**config.mk**
```make
export PLATFORM = sky130hd
export DESIGN_NAME = date_time_text_parser
export DESIGN_NICKNAME = d
export VERILOG_FILES = /design/src/rtl/core/dtp_pkg.sv /design/src/rtl/core/dtp_front.sv /design/src/rtl/core/dtp_queue.sv /design/src/rtl/core/dtp_back.sv /design/src/rtl/core/date_time_text_parser.sv
export SDC_FILE = /design/constraint.sdc
export NUM_CORES = 1
export LEC_CHECK = 0
export BUFFER_PORTS_ARGS = -buffer_cell sky130_fd_sc_hd__buf_2
export CAP_MARGIN = 20
export CORE_ASPECT_RATIO = 0.9
export CORE_MARGIN = 1.5
export CORE_UTILIZATION = 55
export CTS_CLUSTER_DIAMETER = 200
export DETAILED_ROUTE_END_ITERATION = 16
export GPL_TIMING_DRIVEN = 1
export PLACE_DENSITY_LB_ADDON = 0.12
export SYNTH_ARGS = -nofsm -noshare
export SYNTH_HDL_FRONTEND = slang
export SYNTH_HIERARCHICAL = 1
export SYNTH_SLANG_ARGS = --single-unit
```
**constraint.sdc**
```tcl
create_clock -name clk_i -period 17.6 [get_ports clk_i]
set_input_delay 5.28 -clock clk_i [delete_from_list [all_inputs] [get_ports clk_i]]
set_output_delay 5.28 -clock clk_i [all_outputs]
set_load 0.02 [all_outputs]
```
**src/rtl/core/dtp_pkg.sv**
```systemverilog
// ----------------------------------------------------------------------------
// Date/time text parser package
// Shared widths, character codes, range limits and the character class record
// that travels from the front end through the queue to the parse engine.
// ----------------------------------------------------------------------------
package dtp_pkg;

  // Width of every numeric result field, two's complement.
  localparam int VALUE_BITS = 17;

  // Entries in the queue between the front end and the parse engine.
  localparam int QueueDepth = 2;

  // Character codes.
  localparam logic [7:0] ChNul   = 8'h00;
  localparam logic [7:0] ChTab   = 8'h09;
  localparam logic [7:0] ChCr    = 8'h0D;
  localparam logic [7:0] ChSpace = 8'h20;
  localparam logic [7:0] ChPlus  = 8'h2B;
  localparam logic [7:0] ChMinus = 8'h2D;
  localparam logic [7:0] ChSlash = 8'h2F;
  localparam logic [7:0] ChZero  = 8'h30;
  localparam logic [7:0] ChNine  = 8'h39;
  localparam logic [7:0] ChColon = 8'h3A;

  // Range limits and year window.
  localparam int DayMax      = 31;
  localparam int MonthMax    = 12;
  localparam int HourMax     = 23;
  localparam int MinSecMax   = 59;
  localparam int YearWindow  = 70;
  localparam int YearTwoDig  = 100;
  localparam int Century2000 = 2000;
  localparam int Century1900 = 1900;

  // Status codes of a result.
  typedef enum logic [3:0] {
    StOk          = 4'd0,
    StNoDaySlash  = 4'd1,
    StBadDay      = 4'd2,
    StNoMonSlash  = 4'd3,
    StBadMonth    = 4'd4,
    StNoHourColon = 4'd5,
    StBadHour     = 4'd6,
    StBadMinute   = 4'd7,
    StBadSecond   = 4'd8
  } dtp_status_e;

  // One classified character.
  typedef struct packed {
    logic [7:0] ch;
    logic       is_zero;
    logic       is_space;
    logic       is_ws;
    logic       is_sign;
    logic       is_minus;
    logic       is_digit;
    logic [3:0] digit;
  } dtp_char_t;

  // Write side of the queue.
  typedef struct packed {
    logic      valid;
    dtp_char_t data;
  } dtp_push_t;

endpackage

```
**src/rtl/core/dtp_front.sv**
```systemverilog
// ----------------------------------------------------------------------------
// Date/time text parser front end
// Accepts text bytes and classifies each one into a character record.
// ----------------------------------------------------------------------------
module dtp_front
  import dtp_pkg::*;
(
  input  logic       in_valid_i,
  input  logic [7:0] ch_i,
  output logic       in_stall_o,
  input  logic       full_i,
  output dtp_push_t  push_o
);

  function automatic dtp_char_t classify(logic [7:0] c);
    dtp_char_t r;
    r.ch       = c;
    r.is_zero  = (c == ChNul);
    r.is_space = (c == ChSpace);
    r.is_ws    = (c == ChSpace) || ((c >= ChTab) && (c <= ChCr));
    r.is_sign  = (c == ChPlus) || (c == ChMinus);
    r.is_minus = (c == ChMinus);
    r.is_digit = (c >= ChZero) && (c <= ChNine);
    r.digit    = c[3:0];
    return r;
  endfunction

  // The queue is the only thing that can hold the input back.
  assign in_stall_o   = full_i;
  assign push_o.valid = in_valid_i && !full_i;
  assign push_o.data  = classify(ch_i);

endmodule

```
**src/rtl/core/dtp_queue.sv**
```systemverilog
// ----------------------------------------------------------------------------
// Date/time text parser queue
// Short FIFO of classified characters between the front end and the engine.
// ----------------------------------------------------------------------------
module dtp_queue
  import dtp_pkg::*;
(
  input  logic      clk_i,
  input  logic      rst_ni,
  input  dtp_push_t push_i,
  output logic      full_o,
  output logic      valid_o,
  output dtp_char_t data_o,
  input  logic      pop_i
);

  localparam int PtrW = (QueueDepth > 1) ? $clog2(QueueDepth) : 1;
  localparam int CntW = $clog2(QueueDepth + 1);

  dtp_char_t         mem_q [QueueDepth];
  logic [PtrW-1:0]   wr_q, wr_d, rd_q, rd_d;
  logic [CntW-1:0]   cnt_q, cnt_d;

  function automatic logic [PtrW-1:0] bump(logic [PtrW-1:0] p);
    if (p == PtrW'(QueueDepth - 1)) begin
      return '0;
    end
    return p + PtrW'(1);
  endfunction

  always_comb begin
    wr_d  = push_i.valid ? bump(wr_q) : wr_q;
    rd_d  = pop_i ? bump(rd_q) : rd_q;
    cnt_d = cnt_q + CntW'(push_i.valid) - CntW'(pop_i);
  end

  always_ff @(posedge clk_i or negedge rst_ni) begin
    if (!rst_ni) begin
      wr_q  <= '0;
      rd_q  <= '0;
      cnt_q <= '0;
    end else begin
      wr_q  <= wr_d;
      rd_q  <= rd_d;
      cnt_q <= cnt_d;
    end
  end

  always_ff @(posedge clk_i) begin
    if (push_i.valid) begin
      mem_q[wr_q] <= push_i.data;
    end
  end

  assign full_o  = (cnt_q == CntW'(QueueDepth));
  assign valid_o = (cnt_q != '0);
  assign data_o  = mem_q[rd_q];

endmodule

```
**src/rtl/core/dtp_back.sv**
```systemverilog
// ----------------------------------------------------------------------------
// Date/time text parser engine
// Consumes one classified character per cycle, but holds a terminator while a
// result waits, runs the field scanner and loads the result at the terminator.
// ----------------------------------------------------------------------------
module dtp_back
  import dtp_pkg::*;
(
  input  logic                         clk_i,
  input  logic                         rst_ni,
  input  logic                         q_valid_i,
  input  dtp_char_t                    q_data_i,
  output logic                         q_pop_o,
  output logic                         out_valid_o,
  input  logic                         out_stall_i,
  output logic signed [VALUE_BITS-1:0] day_o,
  output logic signed [VALUE_BITS-1:0] month_o,
  output logic signed [VALUE_BITS-1:0] year_o,
  output logic signed [VALUE_BITS-1:0] hour_o,
  output logic signed [VALUE_BITS-1:0] minute_o,
  output logic signed [VALUE_BITS-1:0] second_o,
  output logic [3:0]                   status_o
);

  localparam int AccW  = VALUE_BITS - 1;
  localparam int WideW = AccW + 4;
  localparam int NumFields = 6;
  localparam int FieldW = $clog2(NumFields);

  localparam logic [AccW-1:0] AccMax = '1;

  typedef logic signed [VALUE_BITS-1:0] val_t;

  localparam val_t VDayMax  = val_t'(DayMax);
  localparam val_t VMonMax  = val_t'(MonthMax);
  localparam val_t VHourMax = val_t'(HourMax);
  localparam val_t VMsMax   = val_t'(MinSecMax);
  localparam val_t VYearWin = val_t'(YearWindow);
  localparam val_t VYear100 = val_t'(YearTwoDig);
  localparam val_t VC2000   = val_t'(Century2000);
  localparam val_t VC1900   = val_t'(Century1900);
  localparam val_t VOne     = val_t'(1);

  localparam logic [FieldW-1:0] FDay  = FieldW'(0);
  localparam logic [FieldW-1:0] FMon  = FieldW'(1);
  localparam logic [FieldW-1:0] FYear = FieldW'(2);
  localparam logic [FieldW-1:0] FHour = FieldW'(3);
  localparam logic [FieldW-1:0] FMin  = FieldW'(4);
  localparam logic [FieldW-1:0] FSec  = FieldW'(5);

  typedef enum logic [2:0] {
    PhLead, PhDay, PhMonth, PhYear, PhHskip, PhHour, PhMin, PhSec
  } phase_e;

  // Scanner state of the number being read.
  typedef struct packed {
    logic [AccW-1:0] acc;
    logic            neg;
    logic            dseen;
    logic [7:0]      first;
    logic            sign;
    logic            started;
    logic            sponly;
  } num_t;

  typedef struct packed {
    num_t num;
    logic last;
  } feed_t;

  typedef struct packed {
    logic        wr;
    val_t        val;
    logic        stop;
    dtp_status_e code;
    phase_e      next;
    logic        clear;
    logic        again;
  } close_t;

  localparam num_t NumClear = '{acc: '0, neg: 1'b0, dseen: 1'b0, first: '0,
                                sign: 1'b0, started: 1'b0, sponly: 1'b1};

  function automatic num_t add_digit(num_t n, logic [3:0] d);
    logic [WideW-1:0] wide;
    num_t r;
    r    = n;
    wide = ({4'b0000, n.acc} << 3) + ({4'b0000, n.acc} << 1) + WideW'(d);
    r.acc   = (wide > {4'b0000, AccMax}) ? AccMax : wide[AccW-1:0];
    r.dseen = 1'b1;
    return r;
  endfunction

  function automatic feed_t feed(num_t n, dtp_char_t c);
    feed_t r;
    r.num  = n;
    r.last = 1'b0;
    if (!n.started) begin
      r.num.started = 1'b1;
      r.num.first   = c.ch;
    end
    if (n.dseen || n.sign) begin
      if (c.is_digit) r.num = add_digit(r.num, c.digit);
      else r.last = 1'b1;
    end else if (c.is_ws) begin
      if (!c.is_space) r.num.sponly = 1'b0;
    end else if (c.is_sign) begin
      r.num.sign = 1'b1;
      r.num.neg  = c.is_minus;
    end else if (c.is_digit) begin
      r.num = add_digit(r.num, c.digit);
    end else begin
      r.last = 1'b1;
    end
    return r;
  endfunction

  function automatic val_t num_value(num_t n);
    val_t mag;
    mag = $signed({1'b0, n.acc});
    if (!n.dseen) return '0;
    return n.neg ? -mag : mag;
  endfunction

  // Ends the field of phase ph at character c.
  function automatic close_t close_field(phase_e ph, num_t n, dtp_char_t c);
    close_t     r;
    val_t       v;
    logic [7:0] nds;
    v       = num_value(n);
    nds     = n.dseen ? c.ch : n.first;
    r.wr    = 1'b1;
    r.val   = v;
    r.stop  = 1'b0;
    r.code  = StOk;
    r.next  = ph;
    r.clear = 1'b0;
    r.again = 1'b0;
    unique case (ph)
      PhDay: begin
        if (nds != ChSlash) begin
          r.stop = 1'b1; r.code = StNoDaySlash;
        end else if ((v > VDayMax) || (v == '0)) begin
          r.stop = 1'b1; r.code = StBadDay;
        end else begin
          r.next = PhMonth; r.clear = 1'b1;
        end
      end
      PhMonth: begin
        if (nds != ChSlash) begin
          r.stop = 1'b1; r.code = StNoMonSlash;
        end else if ((v > VMonMax) || (v == '0)) begin
          r.stop = 1'b1; r.code = StBadMonth;
        end else begin
          r.val = v - VOne; r.next = PhYear; r.clear = 1'b1;
        end
      end
      PhYear: begin
        if (!v[VALUE_BITS-1]) begin
          if (v < VYearWin) r.val = v + VC2000;
          else if (v < VYear100) r.val = v + VC1900;
        end
        // An empty year with a sign or non-space blank gives StNoHourColon.
        if (!n.dseen && (nds != c.ch) && (n.sign || !n.sponly)) begin
          r.stop = 1'b1; r.code = StNoHourColon;
        end else if (c.is_zero) begin
          r.stop = 1'b1;
        end else begin
          r.next = PhHskip; r.again = 1'b1;
        end
      end
      PhHour: begin
        if (nds != ChColon) begin
          r.stop = 1'b1; r.code = StNoHourColon;
        end else if (v > VHourMax) begin
          r.stop = 1'b1; r.code = StBadHour;
        end else begin
          r.next = PhMin; r.clear = 1'b1;
        end
      end
      PhMin: begin
        if (v > VMsMax) begin
          r.stop = 1'b1; r.code = StBadMinute;
        end else if (nds != ChColon) begin
          r.stop = 1'b1;
        end else begin
          r.next = PhSec; r.clear = 1'b1;
        end
      end
      PhSec: begin
        r.stop = 1'b1;
        r.code = (v > VMsMax) ? StBadSecond : StOk;
      end
      default: begin
        r.wr = 1'b0;
      end
    endcase
    return r;
  endfunction

  function automatic logic [FieldW-1:0] field_of(phase_e ph);
    unique case (ph)
      PhDay:   return FDay;
      PhMonth: return FMon;
      PhYear:  return FYear;
      PhHour:  return FHour;
      PhMin:   return FMin;
      default: return FSec;
    endcase
  endfunction

  phase_e      phase_q, phase_d;
  num_t        num_q, num_d;
  logic        fin_q, fin_d;
  dtp_status_e code_q, code_d;
  val_t        fields_q [NumFields];
  val_t        fields_d [NumFields];

  logic        out_valid_q, out_valid_d;
  val_t        out_fields_q [NumFields];
  dtp_status_e out_code_q;

  logic        out_free;
  logic        pop;
  logic        go;
  feed_t       fr1, fr2;
  close_t      cl1, cl2;

  assign out_free = !out_valid_q || !out_stall_i;
  assign pop      = q_valid_i && (!q_data_i.is_zero || out_free);
  assign q_pop_o  = pop;

  always_comb begin
    phase_d  = phase_q;
    num_d    = num_q;
    fin_d    = fin_q;
    code_d   = code_q;
    fields_d = fields_q;
    go       = 1'b0;
    fr1      = '0;
    fr2      = '0;
    cl1      = '0;
    cl2      = '0;

    // Space skipping ahead of the day or the hour; a terminator before the hour ends the parse.
    if (!fin_q) begin
      if ((phase_q == PhLead) || (phase_q == PhHskip)) begin
        if (q_data_i.is_space) begin
          go = 1'b0;
        end else if ((phase_q == PhHskip) && q_data_i.is_zero) begin
          fin_d  = 1'b1;
          code_d = StOk;
        end else begin
          phase_d = (phase_q == PhLead) ? PhDay : PhHour;
          num_d   = NumClear;
          go      = 1'b1;
        end
      end else begin
        go = 1'b1;
      end
    end

    if (go) begin
      fr1   = feed(num_d, q_data_i);
      num_d = fr1.num;
      if (fr1.last) begin
        cl1 = close_field(phase_d, num_d, q_data_i);
        if (cl1.wr) fields_d[field_of(phase_d)] = cl1.val;
        if (cl1.stop) begin
          fin_d  = 1'b1;
          code_d = cl1.code;
        end
        if (cl1.clear) num_d = NumClear;
        phase_d = cl1.next;
      end
    end

    // A year that ended at this byte passes it on to the hour scan.
    if (cl1.again && !q_data_i.is_space) begin
      phase_d = PhHour;
      fr2     = feed(NumClear, q_data_i);
      num_d   = fr2.num;
      if (fr2.last) begin
        cl2 = close_field(PhHour, num_d, q_data_i);
        fields_d[FHour] = cl2.val;
        if (cl2.stop) begin
          fin_d  = 1'b1;
          code_d = cl2.code;
        end
        if (cl2.clear) num_d = NumClear;
        phase_d = cl2.next;
      end
    end

    out_valid_d = out_valid_q && out_stall_i;
    if (pop && q_data_i.is_zero) out_valid_d = 1'b1;
  end

  always_ff @(posedge clk_i or negedge rst_ni) begin
    if (!rst_ni) begin
      phase_q     <= PhLead;
      num_q       <= NumClear;
      fin_q       <= 1'b0;
      code_q      <= StOk;
      fields_q    <= '{default: '0};
      out_valid_q <= 1'b0;
      out_fields_q <= '{default: '0};
      out_code_q  <= StOk;
    end else begin
      out_valid_q <= out_valid_d;
      if (pop) begin
        if (q_data_i.is_zero) begin
          // Terminator: publish the result and rearm for a new text.
          out_fields_q <= fields_d;
          out_code_q   <= code_d;
          phase_q      <= PhLead;
          num_q        <= NumClear;
          fin_q        <= 1'b0;
          code_q       <= StOk;
          fields_q     <= '{default: '0};
        end else begin
          phase_q  <= phase_d;
          num_q    <= num_d;
          fin_q    <= fin_d;
          code_q   <= code_d;
          fields_q <= fields_d;
        end
      end
    end
  end

  assign out_valid_o = out_valid_q;
  assign day_o       = out_fields_q[FDay];
  assign month_o     = out_fields_q[FMon];
  assign year_o      = out_fields_q[FYear];
  assign hour_o      = out_fields_q[FHour];
  assign minute_o    = out_fields_q[FMin];
  assign second_o    = out_fields_q[FSec];
  assign status_o    = out_code_q;

endmodule

```
**src/rtl/core/date_time_text_parser.sv**
```systemverilog
// ----------------------------------------------------------------------------
// Date/time text parser
// Parses a 'dd/mm/[yy]yy hh:mm[:ss]' text, one byte per transfer, and gives
// one result of six fields and a status for each zero-terminated text.
// ----------------------------------------------------------------------------
//
//   Channel   Direction   Handshake                 Payload
//   -------   ---------   -----------------------   ------------------------
//   input     in          in_valid_i / in_stall_o   ch_i
//   result    out         out_valid_o / out_stall_i day_o .. second_o, status_o
//
// The block takes one byte per cycle while the queue has room: the front end
// writes each byte into a two-entry queue, from which the parse engine takes it.
// A result enters the output register when the engine pops its terminator.
// Reset (rst_ni low) clears the queue, the scanner and the result register.
// The engine waits only when a terminator meets an untaken result; the queue
// absorbs the bytes that follow until it fills, and then in_stall_o rises.
//
module date_time_text_parser
  import dtp_pkg::*;
(
  input  logic                         clk_i,
  input  logic                         rst_ni,
  input  logic                         in_valid_i,
  output logic                         in_stall_o,
  input  logic [7:0]                   ch_i,
  output logic                         out_valid_o,
  input  logic                         out_stall_i,
  output logic signed [VALUE_BITS-1:0] day_o,
  output logic signed [VALUE_BITS-1:0] month_o,
  output logic signed [VALUE_BITS-1:0] year_o,
  output logic signed [VALUE_BITS-1:0] hour_o,
  output logic signed [VALUE_BITS-1:0] minute_o,
  output logic signed [VALUE_BITS-1:0] second_o,
  output logic [3:0]                   status_o
);

  // Classified characters on their way into the queue.
  dtp_push_t push;
  logic      q_full;

  // Queue read side toward the engine.
  logic      q_valid;
  dtp_char_t q_data;
  logic      q_pop;

  // The front end classifies each byte and stalls only on a full queue.
  dtp_front u_front (
    .in_valid_i (in_valid_i),
    .ch_i       (ch_i),
    .in_stall_o (in_stall_o),
    .full_i     (q_full),
    .push_o     (push)
  );

  // The queue decouples byte intake from result delivery.
  dtp_queue u_queue (
    .clk_i   (clk_i),
    .rst_ni  (rst_ni),
    .push_i  (push),
    .full_o  (q_full),
    .valid_o (q_valid),
    .data_o  (q_data),
    .pop_i   (q_pop)
  );

  // The engine runs the field scanner and owns the result register.
  dtp_back u_back (
    .clk_i       (clk_i),
    .rst_ni      (rst_ni),
    .q_valid_i   (q_valid),
    .q_data_i    (q_data),
    .q_pop_o     (q_pop),
    .out_valid_o (out_valid_o),
    .out_stall_i (out_stall_i),
    .day_o       (day_o),
    .month_o     (month_o),
    .year_o      (year_o),
    .hour_o      (hour_o),
    .minute_o    (minute_o),
    .second_o    (second_o),
    .status_o    (status_o)
  );

endmodule
```
# After elaboration in Yosys (flattened, before gate mapping)
# Memory sizes are Yosys's and may differ from the RTL's.
# Index checks and enable logic that the tools add are counted.
[totals] word_cells=269 in_bits=12 memories=1 ramBits=36 reg_bits=250
[classes] n_reduce_logical=33 bitwise=1 n_mux=166 eq_ne=15 n_addsub=11 order_cmp=15
[mem_list] memory="u_queue.mem_q" words=2 word_bits=18 read_ports=1 rd_ports_with_merged_regs=0 write_ports=1 line_no="dtp_queue.sv:20" text="dtp_char_t mem_q [QueueDepth];"
[op_table] op="102-bit 2-to-1 mux" n=4
[op_table] op="29-bit 2-to-1 mux" n=13
[op_table] op="17-bit 2-to-1 mux" n=20
[op_table] op="102-bit bitwise mux" n=1
[op_table] op="30-bit 2-to-1 mux" n=3
[op_table] op="4-bit 2-to-1 mux" n=21
[op_table] op="16-bit 2-to-1 mux" n=4
[op_table] op="3-bit 2-to-1 mux" n=20
[op_table] op="28-bit 2-to-1 mux" n=2
[op_table] op="1-bit 2-to-1 mux" n=55
[op_table] op="17-bit demux with 3-bit select" n=1
[op_table] op="17-bit by 6-bit > comparator with 1-bit output (second input constant)" n=3
[op_table] op="5-bit 2-to-1 mux" n=10
[op_table] op="9-bit 2-to-1 mux" n=4
[op_table] op="17-bit by 12-bit adder with 17-bit output (second input constant)" n=2
[op_table] op="17-bit by 8-bit less-than comparator with 1-bit output (second input constant)" n=2
[op_table] op="16-bit negator with 17-bit output" n=2
[op_table] op="17-bit one-hot mux with 2 select lines" n=1
[op_table] op="3-bit one-hot mux with 5 select lines" n=2
[op_table] op="5-bit one-hot mux with 6 select lines" n=1
[op_table] op="8-bit by 6-bit == test with 1-bit output (second input constant)" n=3
[op_table] op="8-bit 2-to-1 mux" n=3
[op_table] op="8-bit by 6-bit inequality test with 1-bit output (second input constant)" n=3
[op_table] op="19-bit by 17-bit adder with 20-bit output" n=1
[op_table] op="31 further kinds" n=60

# Depth between registers and ports, before layout
# Gate-level depths: netlist of run 1.
[depth] ltp_word=40 depth_mapped=41 ltp_nobuf=31

# Modules after synthesis
# Netlist of run 1, hierarchy kept.
[by_module_without_submodules] module="dtp_back" cells_each=1704 seq_area_each_um2=6157.2 area_each_um2=14954.3 instances=1
[by_module_without_submodules] module="dtp_queue" cells_each=71 seq_area_each_um2=1181.1 area_each_um2=1547.7 instances=1
[by_module_without_submodules] module="dtp_front" cells_each=33 seq_area_each_um2=0.0 area_each_um2=236.5 instances=1

# Worst setup path before layout of run 1
# Ideal clock, no wire load.
[synth_path] kind="register -> register" start="register u_queue.rd_q" end="register u_back/fields_q[5] (netlist name)" path_stages_with_launch=39 setup_time_ps=126 required_ps=17474 path_slack_ps=8501 arrival_ps=8973 path_cell_list="dfrtp_1 buf_6 mux2_2 buf_2 and2_1 nand2b_1 buf_2 clkbuf_1 clkbuf_1 clkbuf_1 nand2_1 fa_1 inv_1 fa_1 a211oi_1 o211ai_1 a2111oi_0 nor3_1 [... 3 more ...] ha_1 inv_1 a211oi_4 nor2_2 a2111oi_4 a41oi_2 or3_1 buf_2 o31ai_4 o211ai_4 a221oi_4 a31oi_4 buf_6 nor4_1 mux2i_1 o21ai_2 buf_4 a221o_1"
[synth_rtl] item="start: declaration" line_no="dtp_queue.sv:21" text="logic [PtrW-1:0] wr_q, wr_d, rd_q, rd_d;"
[synth_rtl] item="start signal: assignment" line_no="dtp_queue.sv:44" text="rd_q <= rd_d;"
[synth_rtl] item="end signal: assignment" line_no="dtp_back.sv:326" text="fields_q <= fields_d;"
[synth_rtl] item="end: declaration" line_no="dtp_back.sv:216" text="val_t fields_q [NumFields];"

==> flow_results.org, run 1 <==
** Critical path
- The critical path is of the flop to flop type.
- For flop-to-flop paths, the worst setup slack is 7.23 ns.
- Maximum net fanout on the critical path :: 45
- In this run the worst setup path begins at u_queue/rd_q.
- Logic depth of the worst path, buffers included :: 31
- In this design, the stage delay of the slowest critical-path cell is 0.81 ns.
- Critical Path End Type :: flop
- CP startpoint kind :: flop
- The endpoint identified for the worst register-to-register timing path is u_back/fields_q[45].
- At the worst endpoint, the required time is 18.01 ns.
- Family with the most delay on the worst path :: compound AO/OA/AOI/OAI gates
- In this run the critical register-to-register path is launched from u_queue/rd_q.
- FF-to-FF path depth :: 31
- Count of buffering cells on the critical path with inverters included :: 4
- Worst EP arrival :: 10.78 ns
- Worst setup endpoint :: u_back/fields_q[45]
- For this design, the slowest cell found on the critical path is sky130_fd_sc_hd__xor2_1.

** STA
- The final hold violation count came to 0.
- Worst setup skew after layout :: 0.01592 ns
- Worst rel slew slack :: 0.2023
- Subtracting the final worst setup slack from the clock period gives 10.37 ns.
- Total Neg Setup Slack :: 0 ns
- The number of pins exceeding their max-slew limit in the final report came to 0.
- At the pin with the least slew margin, the transition time is 1.189 ns.
- Ratio of final minimum period to clock period :: 0.5893
- Static timing analysis puts the maximum clock frequency at 96.42 MHz.
- Setup repair after global routing left no endpoint under its margin.
- # setup viols final :: 0

** Placed design
- # port buffers :: 119
- Cell Area, Placed :: 0.01745 sq mm
- HPWL after detailed placement :: 35700 um
- Final estimated routing congestion in global placement :: 0.9530

** Min path
- The tightest min-delay check is of the flop to flop type.
- Cell depth of the worst min-delay path :: 2

** CTS
- In this run the number of H-tree levels came out at 1.
- Clock-pin slew was measured on the worst setup and hold paths at 0.06 ns.
- Total CTS buffers :: 29
- The tree is rooted in a sky130_fd_sc_hd__clkbuf_16.
- Buffers inserted by post-CTS timing repair :: 0
- Number of buffers on the longest clock path :: 3
- Total of cells resized after clock tree synthesis :: 0
- TritonCTS clock tree :: done
- CTS Sinks :: 286
- Hold bufs inserted after CTS :: 0
- Clock latency on the worst-skew pair :: 0.56 ns

** Pwr
- For this design the static power due to leakage is 8.468 nW.
- P_sw :: 0.001735 W
- Internal power comes to 0.001704 W.
- Clk pwr share :: 0.175
- In this run the power density over the cells is 186.6 mW/mm^2.
- Net Sw Frac :: 0.5046
- Of the total power, combinational logic draws 0.588.
- Max VDD drop :: 159.7 uV
- Sequential cell fraction of total power :: 0.236

** Logic synthesis
- In this run the cell area of the synthesized design comes to 0.01674 sq mm.
- Yosys warning total :: 6
- For this run, asynchronously set or reset flops after synthesis account for 0.8741.
- Cell variety after synth :: 106
- Post-synth EDFFs :: 36
- Net Count, Synth :: 1871
- Cell count after synthesis :: 1808
- Share of the synthesized area in compound gates (AO/OA/AOI/OAI) :: 0.2493
- Mean post-synth cell area :: 9.258 sq um
- Synthesized-area fraction occupied by adder cells :: 0.03902
- Sequential-to-total area share from yosys stat :: 0.4384
- Flops & latches, synth :: 286
- Dominant combinational cell family by area after synthesis :: compound AO/OA/AOI/OAI gates
- The portion of synthesized area spent on multiplexers is 0.02272.
- Of the total synthesized cell area, the portion taken by XOR and XNOR cells is 0.01816.
- Dominant register cell in the synthesized netlist :: sky130_fd_sc_hd__dfrtp_1
- Post-synthesis simple-gate area fraction :: 0.1869

** Drt
- For this run, the detailed router's first-pass iteration total came to 5.
- Wire length per cell after detailed routing :: 22.64 um
- Detailed Route Iter0 Violations :: 1765
- DRC violations left :: 0
- Number of vias per cell after detailed routing :: 6.594
- The final layout contains routed wiring with a total length of 51660 um.
- The detail route stage leaves a number of antenna-violating nets equal to 0.
- The final route contains 15050 vias.

** Finish
- Net count of the finished layout :: 1924
- Number of filler cells placed in the layout :: 2601
- Area of all placed cells without fillers :: 0.01842 sq mm
- Relative to the synthesized area, the layout overhead comes to 10.07%.
- Share of cells above drive strength 1 :: 0.1490
- The library cell used most frequently in the layout, excluding fill and tap cells, is sky130_fd_sc_hd__dfrtp_1.
- In the layout the commonest cells are sky130_fd_sc_hd__dfrtp_1, sky130_fd_sc_hd__nand2_1, sky130_fd_sc_hd__o21ai_0.
- Antenna diode count :: 0

** GRT
- Number of global-route vias before repair :: 14510
- For this run, the total global-route usage over all layers was measured as 0.3269.
- The first global-routing pass estimated 82270 um of wire.
- Number of antenna violations at the first check in global routing :: 0
- Maximum number of pins on one net before global-route repair :: 98
- The total overflow left after global routing is 0.

** Die
- Floorplan die width :: 186.9 um
- The floorplan has 60 rows.
- Core area :: 0.02995 sq mm
- Starting utilization of the core area :: 0.5588
- Die footprint :: 0.03149 sq mm
- Top-level port count :: 120
- From bottom edge to top edge, the die measures 168.5 um.

** Flow run
- Max-cap violations in this run came to 0.

** Run status
- Result of the run :: completed
## power groups by stage
stage / Clock, W / Combinational [W] / Sequential, W
after floorplan: 0 / 0.00143 / 0.000836
after global placement: 0 / 0.00194 / 0.000821
after detailed placement: 0 / 0.00195 / 0.000822
after CTS: 0.000609 / 0.00196 / 0.000811
after global routing: 0.000636 / 0.00218 / 0.000820
final: 0.000603 / 0.00202 / 0.000813
## worst min path at each step
| stage | start | to | slack [ns] |
|---|---|---|---|
| after floorplan | u_back/fields_q[77] | u_back/fields_q[77] | 0.44 |
| after CTS | u_back/fields_q[57] | u_back/fields_q[57] | 0.48 |
| after global placement | u_back/fields_q[75] | u_back/fields_q[75] | 0.45 |
| after global routing | u_back/fields_q[57] | u_back/fields_q[57] | 0.49 |
| final | u_back/fields_q[32] | u_back/fields_q[32] | 0.47 |
| after detailed placement | u_back/minute_o[2] | u_back/minute_o[2] | 0.46 |
## flip-flops by register name (all words and copies together), names as in the netlist, 17 cells and up
| register | flops |
|---|---|
| u_back/month_o | 17 |
| u_back/second_o | 17 |
| u_back/day_o | 17 |
| u_back/minute_o | 17 |
| u_back/year_o | 17 |
| u_back/num_q | 29 |
| u_back/hour_o | 17 |
| u_back/fields_q | 102 |
| u_queue/mem_q | 36 |
## cell type report
| type | instances | area (sq um) | area share |
|---|---|---|---|
| multi-input combinational | 1353 | 8663 | 0.4702 |
| clock inverter | 6 | 62.56 | 0.003396 |
| inverter | 39 | 146.4 | 0.007946 |
| clock buffer | 43 | 852.1 | 0.04625 |
| timing repair buffer | 152 | 857.1 | 0.04652 |
| tap | 403 | 504.2 | 0.02737 |
| sequential | 286 | 7338 | 0.3983 |
## synth_stat cells (9+ instances only)
cell type | count | area share
sky130_fd_sc_hd__a21o_1 | 19 | 0.0085
sky130_fd_sc_hd__buf_4 | 17 | 0.0076
sky130_fd_sc_hd__or2_2 | 10 | 0.0037
sky130_fd_sc_hd__mux2_4 | 9 | 0.0081
sky130_fd_sc_hd__o21ai_0 | 173 | 0.052
sky130_fd_sc_hd__nor4_1 | 12 | 0.0045
sky130_fd_sc_hd__a211oi_1 | 12 | 0.0054
sky130_fd_sc_hd__clkbuf_1 | 88 | 0.020
sky130_fd_sc_hd__nand3_1 | 31 | 0.0093
sky130_fd_sc_hd__and3_1 | 67 | 0.025
sky130_fd_sc_hd__o21ai_1 | 25 | 0.0075
sky130_fd_sc_hd__mux2i_1 | 11 | 0.0066
sky130_fd_sc_hd__xnor2_1 | 13 | 0.0068
sky130_fd_sc_hd__a21boi_0 | 10 | 0.0045
sky130_fd_sc_hd__nor2_1 | 135 | 0.030
sky130_fd_sc_hd__and2_1 | 18 | 0.0067
sky130_fd_sc_hd__a22o_1 | 33 | 0.017
sky130_fd_sc_hd__nor3_1 | 31 | 0.0093
sky130_fd_sc_hd__nand2_1 | 231 | 0.052
sky130_fd_sc_hd__ha_1 | 49 | 0.037
sky130_fd_sc_hd__mux2_2 | 12 | 0.0081
sky130_fd_sc_hd__dfrtp_1 | 249 | 0.37
sky130_fd_sc_hd__a22oi_1 | 12 | 0.0054
sky130_fd_sc_hd__a221o_1 | 35 | 0.021
sky130_fd_sc_hd__a21oi_1 | 112 | 0.033
sky130_fd_sc_hd__inv_1 | 38 | 0.0085
sky130_fd_sc_hd__xor2_1 | 19 | 0.0099
sky130_fd_sc_hd__o31ai_1 | 15 | 0.0067
sky130_fd_sc_hd__edfxtp_1 | 36 | 0.065
sky130_fd_sc_hd__nand2b_1 | 18 | 0.0067
sky130_fd_sc_hd__o211ai_1 | 16 | 0.0072
sky130_fd_sc_hd__nor3b_1 | 9 | 0.0040
sky130_fd_sc_hd__buf_2 | 19 | 0.0057
sky130_fd_sc_hd__nor2b_1 | 11 | 0.0041
sky130_fd_sc_hd__a31oi_1 | 30 | 0.011
sky130_fd_sc_hd__or3_1 | 12 | 0.0045
sky130_fd_sc_hd__nand4_1 | 16 | 0.0060
## routing by layer
| layer | wire, um | GRT usage | share of wire |
|---|---|---|---|
| met1 | 23080 | 0.4887 | 0.45 |
| met2 | 22380 | 0.4912 | 0.43 |
| met3 | 4803 | 0.05391 | 0.093 |
| met4 | 1390 | 0.09292 | 0.027 |
| met5 | 0 | 0 | 0 |
## worst reg2reg max path: cells and delay by family (launching register included)
| family | cells | cell delay (ns) |
|---|---|---|
| fa+ha+maj | 3 | 1.23 |
| xor+xnor | 1 | 0.81 |
| buf+inv | 4 | 0.95 |
| mux | 1 | 0.22 |
| flops | 1 | 0.38 |
| simple gates | 9 | 2.82 |
| compound gates | 13 | 3.81 |
## metrics by stage
step	instances	util	total power [W]	hold slack, ns	setup WS, ns
floorplan	1808	-	0.002270	0.4403	8.501
global placement	2226	0.5827	0.002762	0.4536	7.651
detailed placement	2226	0.5827	0.002775	0.4600	7.324
CTS	2275	0.6132	0.003384	0.4755	7.280
global route	2282	0.6151	0.003639	0.4910	6.563
finish	2282	0.6151	0.003438	0.4721	7.228
## cells by family (layout without fill, tap and decap cells)
family                   count (synthesis)  after routing
AND/OR/NAND/NOR                        635            635
AO/OA/AOI/OAI                          602            602
flip-flops                             286            286
buffers and inverters                  169            240
adder cells (fa/ha/maj)                 51             51
XOR/XNOR                                33             33
multiplexers                            32             32
No activity file was read; power rests on OpenSTA's default activity.
==> inputs of run 2 (changes only) <==
--- a/config.mk
+++ b/config.mk
@@ -5,6 +5,7 @@
 export SDC_FILE = /design/constraint.sdc
 export NUM_CORES = 1
 export LEC_CHECK = 0
+export ABC_AREA = 1
 export BUFFER_PORTS_ARGS = -buffer_cell sky130_fd_sc_hd__buf_2
 export CAP_MARGIN = 20
 export CORE_ASPECT_RATIO = 0.9
==> constraint.sdc (replaced) <==
create_clock -name clk_i -period 9.5 [get_ports clk_i]
set_input_delay 2.85 -clock clk_i [delete_from_list [all_inputs] [get_ports clk_i]]
set_output_delay 2.85 -clock clk_i [all_outputs]
set_load 0.02 [all_outputs]
==> flow_results.org, run 2 <==
** CTS
- Maximum level of the CTS H-tree :: 1
- Hold bufs inserted after CTS :: 0
- TritonCTS clock tree :: done
- Buffers inserted by post-CTS timing repair :: 0
- The clock net in this run drives a total of 286 sinks.
- Clock latency on the worst-skew pair :: 0.59 ns
- After clock tree synthesis, the repair step resized 0 gates.
- The root buffer cell chosen for the clock tree is sky130_fd_sc_hd__clkbuf_16.
- Counting along the longest clock path gives a buffer depth of 3.
- After clock tree synthesis, the clock-pin slew on the worst setup and hold paths is 0.06 ns.
- In this run, CTS created clock tree buffers numbering 31.

** Die
- The core region is 0.03181 sq mm.
- After floorplanning, the core was divided into 62 placement rows.
- For this configuration, the core starts out at a cell density of 0.5568.
- 120 I/O pins were placed.
- The die is 192.2 um wide.
- The die covers 0.03329 sq mm.
- The floorplan step set the die height to 173.2 um.

** Pwr
- Power spread over the standard cell area amounts to 379.2 mW/mm^2.
- Summed over all cells, the static leakage comes to 10.65 nW.
- Across the VDD grid, the largest voltage drop is 260.7 uV.
- Total Power :: 0.007386 W

** STA
- The final hold violation count is 0.
- After routing, the total negative slack on setup checks comes to 0 ns.
- Unrepaired setup endpoints after global routing :: false
- Min cycle time layout :: 8.468 ns
- For the pin with the worst max-slew slack, the measured transition is 1.026 ns.
- The number of pins exceeding their max-slew limit in the final report is 0.
- # setup viols final :: 0
- Ratio of final minimum period to clock period :: 0.8914
- Max Clock Freq :: 118.1 MHz
- In this run the tightest slew margin relative to its limit is 0.3135.
- Worst setup skew after layout :: 0.01777 ns

** Logic synthesis
- Sequential-to-total area share from yosys stat :: 0.4143
- The largest total area in the synthesized netlist belongs to sky130_fd_sc_hd__dfrtp_1.
- Synthesized-area fraction occupied by adder cells :: 0.03688
- Among all cell types in the netlist, the one instantiated most often is sky130_fd_sc_hd__nand2_1.
- Fraction of post-synthesis cell area in the top cell type by area :: 0.3518
- The cell count after synthesis came out at 2385.
- In this run the mean area of a mapped cell was 7.426 sq um.
- The Yosys step of the flow raised 6 warnings.
- Counting flops with an async set or reset pin after synthesis yields a share of 0.8741.
- Of the total synthesized cell area, the portion taken by AND, OR, NAND and NOR gates is 0.3529.
- Of the total synthesized cell area, the portion taken by XOR and XNOR cells is 0.01286.
- Flops & latches, synth :: 286
- Yosys mapped a number of flops with a built-in enable equal to 36.
- The post-synthesis compound-gate area fraction is 0.1004.
- Cell variety after synth :: 62
- Ranked by total cell area, the synthesized netlist is headed by sky130_fd_sc_hd__dfrtp_1, sky130_fd_sc_hd__nand2_1, sky130_fd_sc_hd__nand3_1.
- By area, the combinational part of the netlist is dominated by simple AND/OR/NAND/NOR gates.
- Net Count, Synth :: 2448
- In the synthesized netlist the dominant register cell turns out to be sky130_fd_sc_hd__dfrtp_1.
- Share of synthesized area spent on multiplexers :: 0.002826
- Ranked by instance count, the synthesized netlist is headed by sky130_fd_sc_hd__nand2_1, sky130_fd_sc_hd__nand3_1, sky130_fd_sc_hd__dfrtp_1.
- After synthesis the cells add up to 0.01771 sq mm.

** Min path
- Worst min-delay path category :: flop to flop

** Critical path
- Critical path class :: flop to flop
- In this design, the critical path's most frequently occurring cell is sky130_fd_sc_hd__nand2_1.
- Along the worst path, the maximum fanout reaches 37.
- The worst setup path is launched from a flop.
- Critical path's largest stage delay :: 0.80 ns
- At the worst endpoint, the required time is 9.99 ns.
- For this design, the slowest cell found on the critical path is sky130_fd_sc_hd__o21ai_0.
- Critical Path End Type :: flop
- Data on the critical path arrives at its endpoint at 8.96 ns.

** Drt
- The pre-antenna-repair detailed-routing pass consisted of 6 iterations.
- After detailed routing, the number of remaining DRC violations is 0.
- DR vias :: 16200
- Number of vias per cell after detailed routing :: 5.619
- The first routing iteration left 1357 violations.
- Summed over all layers, the routed wires come to 49190 um.
- The detail route stage leaves a number of antenna-violating nets equal to 0.
- Wire length per cell after detailed routing :: 17.06 um

** Finish
- Across the whole layout, storage elements account for 0.007338 sq mm.
- Total area of multi-input combinational cells :: 0.009000 sq mm
- Most common cell after layout, fill and taps aside :: sky130_fd_sc_hd__nand2_1
- The filler cells instantiated in the layout total 2882.
- The number of antenna diodes in the final layout is 0.
- Max FFs per register :: 102
- In the final layout, the registers with the most flip-flops are u_back/fields_q (102), u_queue/mem_q (36), u_back/num_q (29).
- Most used cells in the layout excluding fill and tap cells :: sky130_fd_sc_hd__nand2_1, sky130_fd_sc_hd__nand3_1, sky130_fd_sc_hd__dfrtp_1
- Ranked by flip-flop count, first place goes to u_back/fields_q.
- Final std cells w/o fill :: 2884
- Share of cells above drive strength 1 :: 0.1548
- Net count of the finished layout :: 2507
- Signed area change from the synthesized netlist to the final layout :: 9.975%

** Placed design
- Final estimated routing congestion in global placement :: 0.9171
- The count of buffers added on input and output ports is 119.
- The wire-length estimate of the detail-placed layout is 33750 um.
- Placed Cells incl. Taps :: 2827

** GRT
- Number of antenna violations at the first check in global routing :: 0
- GR met1 Demand/Resource :: 0.4506
- Most congested layer reported by global routing :: met2
- In the global route stage, met3 resource usage came out at 0.04352.
- For met2 alone, demand over resource in global routing was 0.4658.
- Number of global-route vias before repair :: 15520
- The first global-routing pass estimated 80650 um of wire.
- Final global-route overflow total :: 0
- Entering global routing, the biggest net connects 171 pins.
- Across every metal layer, demand over resource in global routing totals 0.3005.

** Run status
- Result of the run :: completed

** Flow run
- Reported max-cap violation count :: 0
-- run 2: final timing paths --
path,from,endpoint,slack (ns),cells after the start
worst max-delay path,u_queue/rd_q,u_back/num_q[17],1.03,36
worst min-delay path,u_back/fields_q[4],u_back/fields_q[4],0.47,2
worst max register to register,u_queue/rd_q,u_back/num_q[17],1.03,36
worst min register to register,u_back/fields_q[4],u_back/fields_q[4],0.47,2
max in group asynchronous,rst_ni,u_back/year_o[1],5.92,2
min in group asynchronous,rst_ni,u_back/num_q[22],2.21,1
-- run 2: cells by family (layout without fill, tap and decap cells) --
kind of cell	count (synthesis)	count (layout)
XOR/XNOR	26	26
AO/OA/AOI/OAI	300	300
flip-flops	286	286
buffers and inverters	333	416
AND/OR/NAND/NOR	1384	1384
adder cells (fa/ha/maj)	51	51
multiplexers	5	5
-- run 2: power by group --
group	internal (W)	leakage (nW)	total (W)	switching, W
Clock	0.000705	0.509	0.00122	0.000513
Combinational	0.00128	6.39	0.00445	0.00317
Sequential	0.00156	3.76	0.00171	0.000159
-- run 2: area by class of cell --
type	instances	share of cell area
Clock buffer	41	0.04278
Multi-Input combinational cell	1766	0.4621
Sequential cell	286	0.3768
Tap cell	416	0.02672
Inverter	222	0.04330
Clock inverter	16	0.009700
Timing Repair Buffer	137	0.03867
-- run 2: through the flow --
step | setup slack, ns | utilization | instance area (sq um) | hold WS [ns]
after floorplan | 3.688 | - | 17710 | 0.4417
after global placement | 1.493 | 0.5803 | 18460 | 0.4532
after detailed placement | 1.135 | 0.5803 | 18460 | 0.4577
after CTS | 1.099 | 0.6124 | 19480 | 0.4739
after global routing | 0.2708 | 0.6124 | 19480 | 0.4884
final | 1.032 | 0.6124 | 19480 | 0.4721
-- run 2: worst max-delay path: cells and delay by family, from the launching register on --
family / cells / cell delay (ns)
and+or+nand+nor: 25 / 4.25
DFF: 1 / 0.35
adders and majority gates: 3 / 1.29
buffers and inverters: 4 / 0.63
AOI/OAI and AO/OA: 4 / 1.79
-- run 2: metal layers --
layer,share of wire,vias up
met3,0.071,59
met1,0.47,7633
met5,0,-
li1,-,7905
met2,0.44,607
met4,0.014,0
